===== src/rtl/mf_pkg.sv =====
// mf_pkg: widths, constants and types shared by the modular factorial block
// no dependencies; imported by the channel interfaces and all rtl modules
package mf_pkg;

    localparam int K_WIDTH   = 16;
    localparam int MOD_WIDTH = 32;

    // apb data is 32 bits unless the modulus needs 64
    localparam int APB_DW = (MOD_WIDTH > 32) ? 64 : 32;
    // one register: byte stride 4 (or 8), one extra index bit above the stride
    localparam int APB_AW = (MOD_WIDTH > 32) ? 4 : 3;

    // counts the bits of the multiplier operand, K_WIDTH-1 down to 0
    localparam int CNT_W = $clog2(K_WIDTH);

    localparam logic [MOD_WIDTH-1:0] MOD_RESET = MOD_WIDTH'(64'd1000000007);

    // operands handed to the modular multiplier with its start strobe
    typedef struct packed {
        logic [MOD_WIDTH-1:0] a;
        logic [K_WIDTH-1:0]   b;
        logic [MOD_WIDTH-1:0] m;
    } t_mm_req;

endpackage


===== src/rtl/mf_if.sv =====
// mf_if: valid/ready channel interfaces for the request (k) and result sides
// depends on mf_pkg for the field widths
interface mf_k_if import mf_pkg::*; ();
    logic               valid;
    logic               ready;
    logic [K_WIDTH-1:0] k;

    modport source (output valid, output k, input ready);
    modport sink   (input valid, input k, output ready);
endinterface

interface mf_res_if import mf_pkg::*; ();
    logic                 valid;
    logic                 ready;
    logic [MOD_WIDTH-1:0] result;

    modport source (output valid, output result, input ready);
    modport sink   (input valid, input result, output ready);
endinterface


===== src/rtl/mf_modmul.sv =====
// mf_modmul: iterative (a * b) mod m, msb-first double-and-add over b
// one shared modular adder, used for a doubling step and an add step per bit of b; depends on mf_pkg
module mf_modmul import mf_pkg::*; (
    input  logic                 i_clk,
    input  logic                 i_rst_n,
    input  logic                 i_start,
    input  t_mm_req              i_req,
    output logic                 o_done,
    output logic [MOD_WIDTH-1:0] o_product
);

    typedef enum logic [1:0] {
        S_IDLE,
        S_DBL,
        S_ADD,
        S_DONE
    } t_state;

    t_state               r_state;
    logic [MOD_WIDTH-1:0] r_acc;
    logic [MOD_WIDTH-1:0] r_a;
    logic [K_WIDTH-1:0]   r_b;
    logic [MOD_WIDTH:0]   r_m;     // modulus, zero taken as 2^MOD_WIDTH
    logic [CNT_W-1:0]     r_cnt;

    logic [MOD_WIDTH-1:0] add_rhs;
    logic [MOD_WIDTH-1:0] add_sum;

    // (x + y) mod m for x, y < m
    function automatic logic [MOD_WIDTH-1:0] add_mod(
        input logic [MOD_WIDTH-1:0] x,
        input logic [MOD_WIDTH-1:0] y,
        input logic [MOD_WIDTH:0]   m
    );
        logic [MOD_WIDTH:0] room;
        logic [MOD_WIDTH:0] xe;
        logic [MOD_WIDTH:0] s;
        room = m - {1'b0, y};
        xe   = {1'b0, x};
        if (xe >= room) begin
            s = xe - room;
        end else begin
            s = xe + {1'b0, y};
        end
        return s[MOD_WIDTH-1:0];
    endfunction

    // shared adder: doubling step adds acc, add step adds a when the bit is set
    always_comb begin
        if (r_state == S_DBL) begin
            add_rhs = r_acc;
        end else if (r_b[K_WIDTH-1]) begin
            add_rhs = r_a;
        end else begin
            add_rhs = '0;
        end
        add_sum = add_mod(r_acc, add_rhs, r_m);
    end

    always_ff @(posedge i_clk) begin
        if (!i_rst_n) begin
            r_state <= S_IDLE;
        end else begin
            unique case (r_state)
                S_IDLE: begin
                    if (i_start) begin
                        r_acc   <= '0;
                        r_a     <= i_req.a;
                        r_b     <= i_req.b;
                        r_m     <= (i_req.m == '0) ? {1'b1, {MOD_WIDTH{1'b0}}}
                                                   : {1'b0, i_req.m};
                        r_cnt   <= CNT_W'(K_WIDTH - 1);
                        r_state <= S_DBL;
                    end
                end
                S_DBL: begin
                    r_acc   <= add_sum;
                    r_state <= S_ADD;
                end
                S_ADD: begin
                    r_acc <= add_sum;
                    r_b   <= {r_b[K_WIDTH-2:0], 1'b0};
                    if (r_cnt == '0) begin
                        r_state <= S_DONE;
                    end else begin
                        r_cnt   <= r_cnt - CNT_W'(1);
                        r_state <= S_DBL;
                    end
                end
                S_DONE: begin
                    r_state <= S_IDLE;
                end
                default: begin
                    r_state <= S_IDLE;
                end
            endcase
        end
    end

    assign o_done    = (r_state == S_DONE);
    assign o_product = r_acc;

endmodule


===== src/rtl/modular_factorial.sv =====
// modular_factorial: k! mod modulus, one modular multiplication per factor 2..k
// one request at a time; each multiplication uses the shared modular adder in
//   mf_modmul twice per bit of the factor; a new request may enter while the
//   previous result waits. reset: modulus 1000000007, idle, no result
module modular_factorial import mf_pkg::*; (
    input  logic              i_clk,
    input  logic              i_rst_n,
    mf_k_if.sink              i_k_ch,
    mf_res_if.source          o_res_ch,
    input  logic              psel,
    input  logic              penable,
    input  logic              pwrite,
    input  logic [APB_AW-1:0] paddr,
    input  logic [APB_DW-1:0] pwdata,
    output logic [APB_DW-1:0] prdata,
    output logic              pready
);

    typedef enum logic [1:0] {
        S_IDLE,
        S_START,
        S_WAIT,
        S_FIN
    } t_state;

    t_state               r_state;
    logic [MOD_WIDTH-1:0] r_mod;
    logic [MOD_WIDTH-1:0] r_m;      // modulus held for the request in flight
    logic [K_WIDTH-1:0]   r_k;
    logic [K_WIDTH-1:0]   r_i;
    logic [MOD_WIDTH-1:0] r_acc;
    logic                 r_out_valid;
    logic [MOD_WIDTH-1:0] r_result;

    logic                 cfg_wr;
    logic                 cfg_sel;
    logic                 mm_start;
    t_mm_req              mm_req;
    logic                 mm_done;
    logic [MOD_WIDTH-1:0] mm_product;

    assign pready  = 1'b1;
    assign cfg_sel = (paddr[APB_AW-1] == 1'b0);
    assign cfg_wr  = psel && penable && pwrite && pready;
    assign prdata  = cfg_sel ? APB_DW'(r_mod) : '0;

    assign i_k_ch.ready    = (r_state == S_IDLE);
    assign o_res_ch.valid  = r_out_valid;
    assign o_res_ch.result = r_result;

    assign mm_start = (r_state == S_START);
    assign mm_req   = '{a: r_acc, b: r_i, m: r_m};

    mf_modmul u_modmul (
        .i_clk     (i_clk),
        .i_rst_n   (i_rst_n),
        .i_start   (mm_start),
        .i_req     (mm_req),
        .o_done    (mm_done),
        .o_product (mm_product)
    );

    always_ff @(posedge i_clk) begin
        if (!i_rst_n) begin
            r_state     <= S_IDLE;
            r_mod       <= MOD_RESET;
            r_out_valid <= 1'b0;
        end else begin
            if (cfg_wr && cfg_sel) begin
                r_mod <= pwdata[MOD_WIDTH-1:0];
            end
            // the finish state reloads the output register itself
            if (r_out_valid && o_res_ch.ready && (r_state != S_FIN)) begin
                r_out_valid <= 1'b0;
            end
            unique case (r_state)
                S_IDLE: begin
                    if (i_k_ch.valid) begin
                        r_k <= i_k_ch.k;
                        r_m <= r_mod;
                        r_i <= K_WIDTH'(2);
                        if (i_k_ch.k <= K_WIDTH'(1)) begin
                            r_acc   <= MOD_WIDTH'(1);
                            r_state <= S_FIN;
                        end else begin
                            // 1 mod m, zero only for a modulus of one
                            r_acc   <= (r_mod == MOD_WIDTH'(1)) ? '0 : MOD_WIDTH'(1);
                            r_state <= S_START;
                        end
                    end
                end
                S_START: begin
                    r_state <= S_WAIT;
                end
                S_WAIT: begin
                    if (mm_done) begin
                        r_acc <= mm_product;
                        if (r_i == r_k) begin
                            r_state <= S_FIN;
                        end else begin
                            r_i     <= r_i + K_WIDTH'(1);
                            r_state <= S_START;
                        end
                    end
                end
                S_FIN: begin
                    if (!r_out_valid || o_res_ch.ready) begin
                        r_out_valid <= 1'b1;
                        r_result    <= r_acc;
                        r_state     <= S_IDLE;
                    end
                end
                default: begin
                    r_state <= S_IDLE;
                end
            endcase
        end
    end

    // multiplier only reports completion while the sequencer waits on it
    a_done_in_wait: assert property (@(posedge i_clk) disable iff (!i_rst_n)
        mm_done |-> (r_state == S_WAIT))
        else $error("multiplier done outside wait state");

    // running product stays reduced below a nonzero modulus
    a_acc_reduced: assert property (@(posedge i_clk) disable iff (!i_rst_n)
        ((r_state == S_START) && (r_m != '0)) |-> (r_acc < r_m))
        else $error("running product not reduced");

    // factor index stays within 2..k while multiplying
    a_index_range: assert property (@(posedge i_clk) disable iff (!i_rst_n)
        ((r_state == S_START) || (r_state == S_WAIT)) |->
            ((r_i >= K_WIDTH'(2)) && (r_i <= r_k)))
        else $error("factor index out of range");

    // a new result is loaded only when the output register is free or drained
    a_no_overwrite: assert property (@(posedge i_clk) disable iff (!i_rst_n)
        ((r_state == S_FIN) && r_out_valid && !o_res_ch.ready) |=> (r_state == S_FIN))
        else $error("pending result overwritten");

endmodule


===== src/flat_wrapper.sv =====
// flat-port wrapper written by rule: the top's interface ports become plain ports
module modular_factorial_flat import mf_pkg::*;
  (i_clk, i_rst_n, psel, penable, pwrite, paddr, pwdata, prdata, pready, i_k_ch_valid, i_k_ch_k, i_k_ch_ready, o_res_ch_valid, o_res_ch_result, o_res_ch_ready);
  mf_k_if i_k_ch_i ();
  mf_res_if o_res_ch_i ();
  input  logic i_clk;
  input  logic i_rst_n;
  input  logic psel;
  input  logic penable;
  input  logic pwrite;
  input  logic [APB_AW-1:0] paddr;
  input  logic [APB_DW-1:0] pwdata;
  output logic [APB_DW-1:0] prdata;
  output logic pready;
  input wire logic [$bits(i_k_ch_i.valid)-1:0] i_k_ch_valid;
  input wire logic [$bits(i_k_ch_i.k)-1:0] i_k_ch_k;
  output wire logic [$bits(i_k_ch_i.ready)-1:0] i_k_ch_ready;
  output wire logic [$bits(o_res_ch_i.valid)-1:0] o_res_ch_valid;
  output wire logic [$bits(o_res_ch_i.result)-1:0] o_res_ch_result;
  input wire logic [$bits(o_res_ch_i.ready)-1:0] o_res_ch_ready;
  assign i_k_ch_i.valid = i_k_ch_valid;
  assign i_k_ch_i.k = i_k_ch_k;
  assign i_k_ch_ready = i_k_ch_i.ready;
  assign o_res_ch_valid = o_res_ch_i.valid;
  assign o_res_ch_result = o_res_ch_i.result;
  assign o_res_ch_i.ready = o_res_ch_ready;
  modular_factorial u_core (.i_clk(i_clk), .i_rst_n(i_rst_n), .i_k_ch(i_k_ch_i), .o_res_ch(o_res_ch_i), .psel(psel), .penable(penable), .pwrite(pwrite), .paddr(paddr), .pwdata(pwdata), .prdata(prdata), .pready(pready));
endmodule

===== config.mk =====
export PLATFORM = sky130hd
export DESIGN_NAME = modular_factorial_flat
export DESIGN_NICKNAME = d
export VERILOG_FILES = /design/src/rtl/mf_pkg.sv /design/src/rtl/mf_if.sv /design/src/rtl/mf_modmul.sv /design/src/rtl/modular_factorial.sv /design/src/flat_wrapper.sv
export SDC_FILE = /design/constraint.sdc
export NUM_CORES = 1
export LEC_CHECK = 0
export ABC_AREA = 1
export ABC_CLOCK_PERIOD_IN_PS = 7490
export BUFFER_PORTS_ARGS = -buffer_cell sky130_fd_sc_hd__buf_2
export CORE_MARGIN = 2
export CORE_UTILIZATION = 45
export CTS_BUF_LIST = sky130_fd_sc_hd__clkbuf_4 sky130_fd_sc_hd__clkbuf_8
export CTS_CLUSTER_DIAMETER = 200
export CTS_CLUSTER_SIZE = 25
export DETAILED_ROUTE_END_ITERATION = 10
export PLACE_DENSITY = 0.66
export SLEW_MARGIN = 30
export SYNTH_ARGS = -nofsm -noshare
export SYNTH_HDL_FRONTEND = slang
export SYNTH_SLANG_ARGS = --single-unit

===== constraint.sdc =====
create_clock -name i_clk -period 7.49 [get_ports i_clk]
set_input_delay 0.3745 -clock i_clk [delete_from_list [all_inputs] [get_ports i_clk]]
set_output_delay 0.3745 -clock i_clk [all_outputs]
set_load 0.03 [all_outputs]

**Word level (Yosys, flattened, before mapping)**

Index checks and enable logic that the tools add are counted.

- $add $sub $neg: 5
- Order comparisons: 2
- Equal/unequal tests: 15
- Multiplexer cells: 33
- Bitwise logic cells: 1
- Reductions and logical operators: 24

Operator list:

| kind | count |
|---|---|
| two-way mux 32 bit | 8 |
| case mux 32 bit (2 select lines) | 2 |
| two-way mux 16 bit | 4 |
| case mux 16 bit (2 select lines) | 2 |
| greater-or-equal comparator 32 x 33 -> 1 bit | 1 |
| two-way mux 33 bit | 1 |
| subtractor 33 x 32 -> 33 bit | 1 |
| adder 32 bit | 1 |
| equality test 32 x 1 -> 1 bit (second input constant) | 1 |
| logical NOT 32 bit | 1 |
| subtractor 32 bit | 1 |
| AND reduction 3 bit | 6 |
| adder 16 x 1 -> 16 bit (second input constant) | 1 |
| equality test 16 bit | 1 |
| less-or-equal comparator 16 x 1 -> 1 bit (second input constant) | 1 |
| case mux 2 bit (4 select lines) | 2 |
| two-way mux 2 bit | 7 |
| equality test 2 bit (second input constant) | 4 |
| two-way mux 4 bit | 2 |
| != test 2 bit (second input constant) | 4 |
| case mux 4 bit (2 select lines) | 1 |
| AND reduction 4 bit | 2 |
| != test 2 x 1 -> 1 bit (second input constant) | 3 |
| nonzero test 2 bit | 3 |
| 11 further kinds | 20 |

- Bits in registers: 282
- Output and inout bits: 67

**Logic depth before layout (Yosys ltp)**

Gate-level depths: netlist of the first run.

- Word-level depth: 6
- Mapped depth: 55
- Mapped depth without buffers: 52

**Hierarchy**

Synthesis of the first run repeated with hierarchy kept, for this count alone.

- Cell total of the unflattened synthesis: 1838
- Area, all modules: 16474.6 um^2

By module, submodules not included:

| module | times used | cells each | area each (um^2) |
|---|---|---|---|
| mf_modmul | 1 | 1248 | 10023.4 |
| modular_factorial | 1 | 590 | 6451.2 |

**Worst setup path after synthesis of the first run**

No wires, ideal clock.

- Kind: register -> register
- Start: reg u_core.u_modmul.r_state[1]
- End: reg u_core.u_modmul.r_acc[20], in the netlist u_core.u_modmul.o_product[20] (data pin)
- Arrival: 5.837 ns
- Required time: 7.230 ns
- Setup slack: 1.393 ns
- Stages on the path, launching flop included: 47
- Buffers on the path: 3
- Clock period less this slack: 6.097 ns
- Cells stage by stage: dfxtp_1 inv_1 ha_1 buf_6 nor2_4 buf_6 a22oi_2 inv_1 ha_1 inv_1 fa_1 nand3_1 nand2_1 nand2_1 nor2_1 nor2_1 inv_1 a21oi_1 [11 not listed] o21ai_0 ha_1 inv_1 fa_1 nand3_1 nand2_1 nand2_1 nand2_1 a21oi_1 o21ai_0 a21boi_0 inv_1 nand2_1 nand2_1 nand2_1 nand2_1 o21ai_0 a21oi_1

- Longest elaborated chain between the ends: 6
- Elaborated cells on any way between the ends: 11

RTL lines:

| element | RTL line | source |
|---|---|---|
| from (decl) | mf_modmul.sv:19 | `t_state r_state;` |
| from (signal assigned) | mf_modmul.sv:62 | `r_state <= S_IDLE;` |
| from (signal assigned) | mf_modmul.sv:73 | `r_state <= S_DBL;` |
| from (signal assigned) | mf_modmul.sv:78 | `r_state <= S_ADD;` |
| equality test 2 x 1 -> 1 bit | mf_modmul.sv:50, mf_modmul.sv:64 |  |
| two-way mux 32 bit | mf_modmul.sv:50 | `if (r_state == S_DBL) begin` |
| subtractor 33 x 32 -> 33 bit | mf_modmul.sv:38 | `room = m - {1'b0, y};` |
| subtractor 32 bit or greater-or-equal comparator 32 x 33 -> 1 bit (tied branches) | mf_modmul.sv:41, mf_modmul.sv:40 |  |
| two-way mux 32 bit | mf_modmul.sv:40 | `if (xe >= room) begin` |
| case mux 32 bit (2 select lines) * | mf_modmul.sv:64 | `unique case (r_state)` |
| to (signal assigned) | mf_modmul.sv:77 | `r_acc <= add_sum;` |
| to (signal assigned) | mf_modmul.sv:81 | `r_acc <= add_sum;` |
| to (decl) | mf_modmul.sv:20 | `logic [MOD_WIDTH-1:0] r_acc;` |

Every way passes the cells marked *; elsewhere a longest branch is shown, timed or not.
A chain may end at the register's enable or synchronous reset.

**Final worst setup path of the first run**

- Start: reg u_core.u_modmul.r_state[1]
- End: reg u_core.u_modmul.r_acc[29], in the netlist u_core.u_modmul.o_product[29] (data pin)

The elaborated chain is that of the path after synthesis.

==> impl_results.md, run 1 <==
* Mean area per synthesized cell at 9.21 sq um
* Chip height at 193 microns
* Reg2Reg Launch Point: u_core.u_modmul.r_state[1]$_SDFFE_PN0N_
* Num CTS Buffers at 15
* Initial DRC Count at a little over 800
* Most frequent CP cell: nand2_1
* Final wirelength at around 37 mm
* Sequential-to-total area share from yosys stat at 0.505
* Post-Synthesis Cells at ~1700
* Layout cells sized above 1 at 0.159
* Setup crit start kind: flip-flop
* Antenna Diode Count at 0
* Reg-to-reg setup timing slack at 0.51 ns
* Relative max-transition margin at 0.422
* Vias/cell at 5.19
* Most frequent cells in the layout: 311 x nand2_1, 245 x edfxtp_1, 199 x inv_1, 174 x nor2_1, 130 x a21oi_1
* Worst Hold Launch: i_k_ch_k[12]
* First-pass GRT wire length at approximately 60 mm
* Count of cell types in the netlist at 51
* H-Tree Depth at 1
* Largest net degree at the start of global routing at 49
* Worst hold-check path type: in2reg
* Filler instances at 3264
* CP max stage delay at about 0.38 ns
* Final Hold Fails at 0
* Worst Path Max Fanout at 17
* Crit path launch: u_core.u_modmul.r_state[1]$_SDFFE_PN0N_
* Maximum Capacitance Violations at 0
* Cell Area, Synth at around 16000 sq um
* Die Span X at 193 microns
* Core Area at about 35000 sq um
* Seq. cell area at 8100 sq um
* Ports at 125
* Final hold slack at 0.0271 ns
* CP endpoint kind: flip-flop
* Max Fclk at 143 MHz
* Routability congestion estimate at about 0.91
* Primary FF master, synth: edfxtp_1
* Yosys warns at 0
* Final Setup Violations at 0
* DR pass1 iterations at 6
* Clk Latency, worst-skew pair at roughly 0.57 ns
* Final core occ at 0.511
* Critical Path RT at just under 8 ns
* CP arrival at between 7 and 8 ns
* Syn nets at ~1900
* Input/output buffers at 121
* Final period util at 0.932
* Die ar. at approximately 37000 sq um
* Clk sink count at ~280
* Outcome: finished clean
* Worst-path clk slew at approximately 0.15 ns
* Async S/R FF share, synth at 0
* Grt total ovfl at 0
* Multi-input gate area at 6940 sq um
* Routed len/inst at 15.8 microns
* Crit-path slowest cell: dfxtp_2
* Root buffer cell: clkbuf_8
* Post-DRT Antenna Nets at 0
* Initial core utilization at 0.454
* Initial antenna violation count at 0
* Post-synth EDFFs at between 200 and 250
* Post-DP HPWL at about 29 mm
* # rows at just under 70
* Number of global-route vias before repair at 11600
* NumNets Final at between 2000 and 2500
* Most common cell after layout, fill and taps aside: nand2_1
* DP Worst Slack at 0.219 ns
* Layout area overhead at 12.5%
* Setup Skew at ~0.037 ns
* CP Class: reg2reg
* Via count at ~12000
* Gr usage total at 0.203
* Slew Viols, Final at 0
* Drt drc at 0
* Worst-margin pin slew at 0.867 ns
* Final min period at approximately 7 ns
* Clk buf depth at 3
* Synthesized flop and latch total at between 200 and 300
* Setup ws final at a little over 0.5 ns
* CTS tree: done
[worst max-delay path, delay by kind of cell (launching register included)]
kind,cells,cell delay (ns)
adder cells (fa/ha/maj),4,1.19
buffers and inverters,10,1.17
XOR/XNOR,1,0.28
AND/OR/NAND/NOR,18,1.66
AO/OA/AOI/OAI,12,2.04
flip-flops,1,0.38
[final timing paths]
kind | endpoint | cells after the start
worst min-delay path | u_core.r_k[12]$_DFFE_PP_ | 1
worst max-delay path | u_core.u_modmul.o_product[29]$_SDFFCE_PP0P_ | 45
worst max register to register | u_core.u_modmul.o_product[29]$_SDFFCE_PP0P_ | 45
worst min register to register | u_core.r_m[19]$_DFFE_PP_ | 0
[state kept, by name, indices dropped and copies added (netlist names)]
signal and cells:
u_core.r_state 2, u_core.r_acc 32, u_core.u_modmul.r_b 16, u_core.r_mod 32, u_core.r_i 16, u_core.u_modmul.r_state 2, u_core.u_modmul.o_product 32, u_core.o_res_ch.valid 1
u_core.o_res_ch.result 32, u_core.u_modmul.r_cnt 4, u_core.r_m 32, u_core.u_modmul.r_a 32, u_core.r_k 16, u_core.u_modmul.r_m 33
[metrics by stage]
step	instance area (sq um)	TNS (ns)	instances
CTS	18000	0	2364
floorplan	16000	0	1742
finish	18000	0	2366
detailed placement	17500	0	2321
global route	18000	-0.00368	2366
global placement	17500	0	2321
[layout make-up]
class | instances | share of cell area
multi-input cells | 1180 | 0.385
inverters | 209 | 0.0437
well taps | 461 | 0.0320
clock buffers | 24 | 0.0152
repair buffers | 208 | 0.0744
clock inverters | 2 | 0.00153
flip-flops and latches | 282 | 0.449
[synthesized netlist by cell type, types with 3 or more instances]
| cell type | instances | area share |
|---|---|---|
| a22oi_2 | 5 | 0.0039 |
| inv_1 | 199 | 0.047 |
| o21a_1 | 19 | 0.0089 |
| o21bai_1 | 8 | 0.0037 |
| a22oi_4 | 4 | 0.0053 |
| o21ai_2 | 9 | 0.0049 |
| a21o_1 | 8 | 0.0037 |
| a21boi_0 | 3 | 0.0014 |
| edfxtp_1 | 245 | 0.46 |
| buf_2 | 6 | 0.0019 |
| nand2_2 | 8 | 0.0031 |
| nor2_2 | 10 | 0.0039 |
| buf_6 | 7 | 0.0049 |
| ha_1 | 101 | 0.079 |
| nor3_1 | 26 | 0.0081 |
| o21ai_1 | 13 | 0.0041 |
| xor2_1 | 31 | 0.017 |
| o211ai_1 | 18 | 0.0084 |
| xnor2_1 | 22 | 0.012 |
| inv_2 | 8 | 0.0019 |
| nor4_2 | 3 | 0.0023 |
| a21oi_1 | 136 | 0.042 |
| dfxtp_1 | 37 | 0.046 |
| a31oi_1 | 26 | 0.010 |
| or2_2 | 3 | 0.0012 |
| nand3_2 | 7 | 0.0044 |
| clkbuf_1 | 57 | 0.013 |
| nand2_1 | 311 | 0.073 |
| o21ai_0 | 117 | 0.036 |
| nor4_1 | 23 | 0.0090 |
| nand4_1 | 22 | 0.0086 |
| a221oi_1 | 5 | 0.0027 |
| nor2_1 | 175 | 0.041 |
| nand3_1 | 44 | 0.014 |
[per-layer routing]
metal,vias up,GRT usage,wire length [microns]
met3,25,0.0167,1640
met5,-,0,0
met2,280,0.327,16600
met1,5673,0.303,18700
met4,0,0.0332,470
li1,6294,-,-
[cell families after synthesis]
family                     synth area share
DFF                                   0.505
other                              0.000234
buffers and inverters                0.0698
AOI/OAI and AO/OA                     0.141
adders and majority gates            0.0813
and+or+nand+nor                       0.174
xor gates and xnor gates             0.0289
[repair_timing]
action / in CTS / in global routing
setup buffers: 0 / 2
endpoints found under the setup margin: 0 / 20
hold endpoints to repair: 17 / 0
hold buffers: 17 / 0
gates resized for setup: 0 / 23
Power of run 1 is left out: the tool's default activity adds up to more than one toggle a clock period on the data nets, which glitch-free logic cannot reach.
==> inputs of run 2 (changes only) <==
Settings changed: SYNTH_HIERARCHICAL set to 1.
==> run 2 against run 1 <==
Hold slack improved by 0.0029 ns. Routed wire length grew 6.6%. Global-route usage grew 0.14 points. Core utilization decreased by 0.73 points. Die area grew 2.6%. Non-clock buffer count fell by 29. Final cell count rose by 3.1%. Critical path type unchanged. Design area grew 1.5%. Sequential share of layout area fell by 0.65 points. Area after synthesis grew 2.7%. Synthesized cell count rose by 5.5%.
==> impl_results.md, run 2 <==
* Outcome: finished clean (unchanged)
* # rows at 70 (was 69)
* Final wirelength at 39.8 mm (was 37.4 mm)
* Num CTS Buffers at 15 (unchanged)
* Clk Latency, worst-skew pair at 0.59 ns (was 0.57 ns)
* Synth top cells by count: 381 x nand2_1, 245 x edfxtp_1, 227 x inv_1 (was 311 x nand2_1, 245 x edfxtp_1, 199 x inv_1)
* Core Area at 36300 sq um (was 35300 sq um)
* Input/output buffers at 121 (unchanged)
* Initial core utilization at 0.453 (was 0.454)
* Routed len/inst at 16.3 microns (was 15.8 microns)
* Final Hold Fails at 0 (unchanged)
* Antenna Diode Count at 0 (unchanged)
* Relative max-transition margin at 0.447 (was 0.422)
* Peak VDD IR at 0.189 mV
* Cell Area, Synth at 16500 sq um (was 16000 sq um)
* Slew Viols, Final at 0 (unchanged)
* H-Tree Depth at 1 (unchanged)
* Synthesized flop and latch total at 282 (unchanged)
* Worst-margin pin slew at 0.829 ns (was 0.867 ns)
* Setup crit start kind: flip-flop (unchanged)
* CP arrival at 7.37 ns (was 7.30 ns)
* Worst-path clk slew at 0.16 ns (was 0.15 ns)
* Cells after DPL at 2381 (was 2321)
* Async S/R FF share, synth at 0 (unchanged)
* Syn nets at 1999 (was 1903)
* Seq. cell area at 8100 sq um (unchanged)
* Drt drc at 0 (unchanged)
* PwrDens at 437 nW/um^2
* Filler instances at 3332 (was 3264)
* Critical Path RT at 7.84 ns (was 7.81 ns)
* Crit-path slowest cell: fa_1 (was dfxtp_2)
* Final Setup Violations at 0 (unchanged)
* Setup Skew at 0.0519 ns (was 0.0372 ns)
* Post-DRT Antenna Nets at 0 (unchanged)
* Final min period at 7.03 ns (was 6.98 ns)
* Layout area overhead at 11.2% (was 12.5%)
* CTS tree: done (unchanged)
* Final core occ at 0.504 (was 0.511)
* CP Class: reg2reg (unchanged)
* Clk sink count at 282 (unchanged)
* Max reg flops at 33 (unchanged)
* Max Fclk at 142 MHz (was 143 MHz)
* Largest area contributor in the netlist: edfxtp_1 (unchanged)
* NumNets Final at 2124 (was 2057)
* Worst Path Max Fanout at 15 (was 17)
* Layout cells sized above 1 at 0.133 (was 0.159)
* Mean area per synthesized cell at 8.96 sq um (was 9.21 sq um)
* Gr usage total at 0.204 (was 0.203)
* Ports at 125 (unchanged)
* Most frequent cells in the layout: 380 x nand2_1, 245 x edfxtp_1, 227 x inv_1, 195 x nor2_1, 130 x a21oi_1 (was 311 x nand2_1, 245 x edfxtp_1, 199 x inv_1, 174 x nor2_1, 130 x a21oi_1)
* Most frequent CP cell: nand2_1 (unchanged)
* Final period util at 0.938 (was 0.932)
* Routability congestion estimate at 0.935 (was 0.908)
* Maximum Capacitance Violations at 0 (unchanged)
* Post-synth EDFFs at 245 (unchanged)
* Most common cell after layout, fill and taps aside: nand2_1 (unchanged)
* CP endpoint kind: flip-flop (unchanged)
* Initial DRC Count at 1004 (was 810)
* Die ar. at 38200 sq um (was 37200 sq um)
* DR pass1 iterations at 5 (was 6)
* Count leader, synth: nand2_1 (unchanged)
* Number of global-route vias before repair at 11900 (was 11600)
* Clk buf depth at 3 (unchanged)
* Sequential-to-total area share from yosys stat at 0.492 (was 0.505)
* Grt total ovfl at 0 (unchanged)
* Post-Synthesis Cells at 1838 (was 1742)
* Count of cell types in the netlist at 56 (was 51)
* Largest net degree at the start of global routing at 49 (unchanged)
* Initial antenna violation count at 0 (unchanged)
* Worst hold-check path type: in2reg (unchanged)
* Post-DP HPWL at 30.0 mm (was 29.3 mm)
* Via count at 12800 (was 12300)
* Chip height at 195 microns (was 193 microns)
* Final std cells w/o fill at 2439 (was 2366)
* Die Span X at 195 microns (was 193 microns)
* Root buffer cell: clkbuf_8 (unchanged)
* Area share of the largest cell type after synthesis at 0.447 (was 0.459)
* P_leak at between 0.007 and 0.008 uW
* Area contributors post-synth: edfxtp_1 45%, nand2_1 8.7%, ha_1 7.7% (was edfxtp_1 46%, ha_1 7.9%, nand2_1 7.3%)
* Vias/cell at 5.24 (was 5.19)
* Largest reg by FF count: u_core/u_modmul/r_m (was u_core.u_modmul.r_m)
* Multi-input gate area at 7250 sq um (was 6940 sq um)
* CP max stage delay at 0.39 ns (was 0.38 ns)
* First-pass GRT wire length at 62.1 mm (was 59.4 mm)
* Primary FF master, synth: edfxtp_1 (unchanged)
* Yosys warns at 6 (was 0)
==> run 2: critical path, delay by kind of cell (launching register included) <==
family / cells / cell delay [ns]
DFF: 1 / 0.37
and+or+nand+nor: 13 / 1.35
adders and majority gates: 5 / 1.47
AOI/OAI and AO/OA: 15 / 2.32
buffers and inverters: 9 / 1.08
xor gates and xnor gates: 1 / 0.17
==> run 2: timing repair <==
action,CTS,global route
hold buffers,27,0
setup buffers,0,4
endpoints found under the setup margin,0,14
resized for setup,0,16
hold endpoints to repair,27,0
==> run 2: final timing paths <==
kind / start / to / cells past startpoint / slack, ns
max: u_core/u_modmul/r_state[1]$_SDFFE_PN0N_ / u_core/u_modmul/o_product[22]$_SDFFCE_PP0P_ / 43 / 0.46
min: pwdata[20] / u_core/r_mod[20]$_SDFFE_PN1P_ / 3 / 0.03
max reg2reg: u_core/u_modmul/r_state[1]$_SDFFE_PN0N_ / u_core/u_modmul/o_product[22]$_SDFFCE_PP0P_ / 43 / 0.46
min reg2reg: u_core/r_mod[10]$_SDFFE_PN0P_ / u_core/r_m[10]$_DFFE_PP_ / 0 / 0.45
==> run 2: metrics by stage <==
stage / setup WS (ns) / power (uW) / cell area [sq um] / hold slack [ns] / setup TNS, ns
after floorplan: 1.24 / 5800 / 16500 / 0.408 / 0
after global placement: 0.455 / 7000 / 17600 / 0.416 / 0
after detailed placement: 0.376 / 7110 / 17600 / 0.414 / 0
after CTS: 0.329 / 7850 / 18200 / 0.000803 / 0
after global routing: -0.0401 / 8690 / 18300 / 0.0173 / -0.0639
final: 0.465 / 8000 / 18300 / 0.0300 / 0
==> run 2: logic make-up after synthesis <==
logic type / share of synthesized area
fa+ha+maj: 0.0791
compound gates: 0.132
other cells: 0.000228
simple gates: 0.198
xor+xnor: 0.0250
flops: 0.492
buf+inv: 0.0740
==> run 2: where the power goes <==
part	total [uW]	internal, uW	switching, uW
sequential	2190	2010	181
combinational	5090	1770	3320
clock	720	239	481
total	8000	4020	3980
==> run 2: layout make-up <==
| cell class | count | share of cell area |
|---|---|---|
| tap | 468 | 0.0320 |
| multi-input combinational | 1251 | 0.396 |
| clock buffer | 23 | 0.0146 |
| inverter | 234 | 0.0481 |
| sequential | 282 | 0.442 |
| timing repair buffer | 179 | 0.0656 |
| clock inverter | 2 | 0.00150 |
==> run 2: layer usage <==
metal  routed length (microns)  track usage  up-vias  share of wire
met5                         0            0        -              0
met4                      1080       0.0458        0          0.027
met3                      1910       0.0204       50          0.048
met2                     17300        0.327      375           0.43
met1                     19500        0.302     5888           0.49
li1                          -            -     6473              -
Power figures use the tool's default switching activity.
==> inputs of run 3 (changes only) <==
Settings changed: ABC_CLOCK_PERIOD_IN_PS 7490 to 8590.
Clock period 7.49 ns to 8.59 ns, I/O delays scaled along.
==> run 3 against run 2 <==
Flip-flop and latch count unchanged. Sequential power fell by 13%. Non-clock buffer count is 42 lower. Largest cell class unchanged. Worst setup slack improved by 0.36 ns. Sequential share of layout area increased by 1.3 points. Core utilization shrank 1.4 points. Routed wire length fell by 4.5%. Power fell by 16%. Die area stayed put. Count of clock-buffer cells in the layout is 1 higher. Design area down 2.8%. Via count down 2.2%.
==> impl_results.md, run 3 (same netlist as run 2, synthesis figures left out) <==
* Gr usage total at 0.196 (was 0.204)
* Worst hold path endpoint: u_core/r_k[3]$_DFFE_PP_ (was u_core/r_mod[20]$_SDFFE_PN1P_)
* Number of global-route vias before repair at 11600 (was 11900)
* Clk sink count at 282 (unchanged)
* Initial antenna violation count at 0 (unchanged)
* Most frequent CP cell: nand2_1 (unchanged)
* Drt drc at 0 (unchanged)
* Input/output buffers at 121 (unchanged)
* Filler instances at 3424 (was 3332)
* Initial core utilization at 0.453 (unchanged)
* Most frequent cells in the layout: 381 x nand2_1, 245 x edfxtp_1, 227 x inv_1, 196 x nor2_1, 132 x a21oi_1 (was 380 x nand2_1, 245 x edfxtp_1, 227 x inv_1, 195 x nor2_1, 130 x a21oi_1)
* Outcome: finished clean (unchanged)
* Core Area at 36300 sq um (unchanged)
* Via count at 12500 (was 12800)
* # rows at 70 (unchanged)
* Worst-margin pin slew at 0.853 ns (was 0.829 ns)
* Clk Latency, worst-skew pair at 0.58 ns (was 0.59 ns)
* Top Metal Used: met4 (unchanged)
* Power share of the clock group at 0.092 (was 0.090)
* R2R Path End: u_core/u_modmul/o_product[22]$_SDFFCE_PP0P_ (unchanged)
* M1 wire length at 19.3 mm (was 19.5 mm)
* Peak VDD IR at 0.146 mV (was 0.189 mV)
* Die ar. at 38200 sq um (unchanged)
* Vias/cell at 5.22 (was 5.24)
* Final core occ at 0.490 (was 0.504)
* Setup crit start kind: flip-flop (unchanged)
* Final Hold Fails at 0 (unchanged)
* Cell count of the worst reg-to-reg path at 40 (was 43)
* Num CTS Buffers at 15 (unchanged)
* P_sw at 3370 uW (was 3980 uW)
* Post-route setup TNS at 0 ns (unchanged)
* Final min period at 7.76 ns (was 7.03 ns)
* Slew Viols, Final at 0 (unchanged)
* WP buf/inv at 6 (was 9)
* Crit-path slowest cell: nor2_4 (was fa_1)
* Critical Path RT at 8.94 ns (was 7.84 ns)
* Final wirelength at 38.0 mm (was 39.8 mm)
* Maximum Capacitance Violations at 0 (unchanged)
* Worst hold-check path type: in2reg (unchanged)
* Routability congestion estimate at 0.882 (was 0.935)
* Setup Skew at 0.0472 ns (was 0.0519 ns)
* Grt total ovfl at 0 (unchanged)
* Worst-path clk slew at 0.16 ns (about the same)
* Largest net degree at the start of global routing at 49 (unchanged)
* Sequential share of power at 0.284 (was 0.274)
* Relative max-transition margin at 0.431 (was 0.447)
* Max reg flops at 33 (unchanged)
* P_leak at 0.00759 uW (was 0.00781 uW)
* Worst Hold Launch: i_k_ch_k[3] (was pwdata[20])
* Kind of cell adding the most delay to the critical path: compound AO/OA/AOI/OAI gates (unchanged)
* Hold Crit Depth at 1 (was 3)
* CP Class: reg2reg (unchanged)
* H-Tree Depth at 1 (unchanged)
* Max Fclk at 129 MHz (was 142 MHz)
* Post-DRT Antenna Nets at 0 (unchanged)
* DR pass1 iterations at 5 (unchanged)
* Root buffer cell: clkbuf_8 (unchanged)
* Clk buf depth at 3 (unchanged)
* Net Sw Frac at 0.500 (was 0.497)
* Layout area overhead at 8.03% (was 11.2%)
* NumNets Final at 2082 (was 2124)
* Layout cells sized above 1 at 0.122 (was 0.133)
* CTS tree: done (unchanged)
* Most common cell after layout, fill and taps aside: nand2_1 (unchanged)
* Initial DRC Count at 809 (was 1004)
* CP arrival at 8.11 ns (was 7.37 ns)
* RSZ-0062 raised after global routing: no
* WL met2 at 16.5 mm (was 17.3 mm)
* Comb power frac at 0.623 (was 0.636)
* Chip height at 195 microns (unchanged)
* Die Span X at 195 microns (unchanged)
* Final period util at 0.904 (was 0.938)
* Largest reg by FF count: u_core/u_modmul/r_m (unchanged)
* First-pass GRT wire length at 59.8 mm (was 62.1 mm)
* Int Power at 3360 uW (was 4020 uW)
* Routed len/inst at 15.9 microns (was 16.3 microns)
* Reg2Reg Launch Point: u_core/u_modmul/r_state[1]$_SDFFE_PN0N_ (unchanged)
* Antenna Diode Count at 0 (unchanged)
* DR WL met3 at 1.52 mm (was 1.91 mm)
* Final Setup Violations at 0 (unchanged)
* Worst Path Max Fanout at 21 (was 15)
* Reg-to-reg setup timing slack at 0.83 ns (was 0.46 ns)
* CP endpoint kind: flip-flop (unchanged)
* PwrDens at 378 nW/um^2 (was 437 nW/um^2)
* CP max stage delay at 0.58 ns (was 0.39 ns)
* Post-DP HPWL at 29.2 mm (was 30.0 mm)
* Ports at 125 (unchanged)
## run 3: worst max-delay path by stage
stage	start	end	slack [ns]	cells past startpoint
CTS	u_core/u_modmul/r_state[1]$_SDFFE_PN0N_	u_core/u_modmul/o_product[22]$_SDFFCE_PP0P_	0.82	39
global placement	u_core/u_modmul/r_state[1]$_SDFFE_PN0N_	u_core/u_modmul/o_product[22]$_SDFFCE_PP0P_	1.02	40
detailed placement	u_core/u_modmul/r_state[1]$_SDFFE_PN0N_	u_core/u_modmul/o_product[22]$_SDFFCE_PP0P_	0.87	39
global route	u_core/u_modmul/r_state[1]$_SDFFE_PN0N_	u_core/u_modmul/o_product[26]$_SDFFCE_PP0P_	0.002	41
finish	u_core/u_modmul/r_state[1]$_SDFFE_PN0N_	u_core/u_modmul/o_product[22]$_SDFFCE_PP0P_	0.83	40
floorplan	u_core/u_modmul/r_state[1]$_SDFFE_PN0N_	u_core/u_modmul/o_product[22]$_SDFFCE_PP0P_	2.34	51
## run 3: power groups by stage
stage | Sequential, uW | Combinational [uW] | Clock, uW
4_1_cts | 1910 | 4140 | 650
5_1_grt | 1940 | 4730 | 686
2_1_floorplan | 1890 | 3170 | 0
3_5_place_dp | 1940 | 4130 | 0
6_report | 1910 | 4200 | 620
3_3_place_gp | 1940 | 4040 | 0
## run 3: cell type report
type	instances	area, sq um	area share
clock buffers	24	274	0.0154
clock inverters	2	27.5	0.00155
inverters	234	881	0.0495
multi-input cells	1251	7200	0.405
flip-flops and latches	282	8100	0.455
well taps	468	586	0.0329
repair buffers	137	728	0.0409
## run 3: layer usage
layer	vias to the layer above	GRT usage
met5	-	0
met4	0	0.0393
met3	42	0.0197
met2	292	0.313
met1	5766	0.292
li1	6406	-
## run 3: worst register-to-register path, delay by kind of cell, from the launching register on
family	cells	cell delay, ns
AOI/OAI and AO/OA	15	2.54
xor gates and xnor gates	1	0.19
adders and majority gates	5	1.45
buffers and inverters	6	0.52
DFF	1	0.42
and+or+nand+nor	13	2.39
## run 3: metrics by stage
step	cells	cell area [sq um]	setup slack, ns	hold WS [ns]	power, uW
after floorplan	1838	16500	2.34	0.408	5060
after global placement	2371	17500	1.02	0.416	5980
after detailed placement	2371	17500	0.869	0.414	6070
after CTS	2398	17800	0.822	0.0141	6700
after global routing	2398	17800	0.00167	0.0184	7350
final	2398	17800	0.827	0.0475	6730
## run 3: what timing repair did
| action | CTS | global route |
|---|---|---|
| setup endpoints to repair | 0 | 1 |
| gates resized for setup | 0 | 0 |
| hold endpoints to repair | 1 | 0 |
| hold buffers | 1 | 0 |
| setup buffers | 0 | 0 |
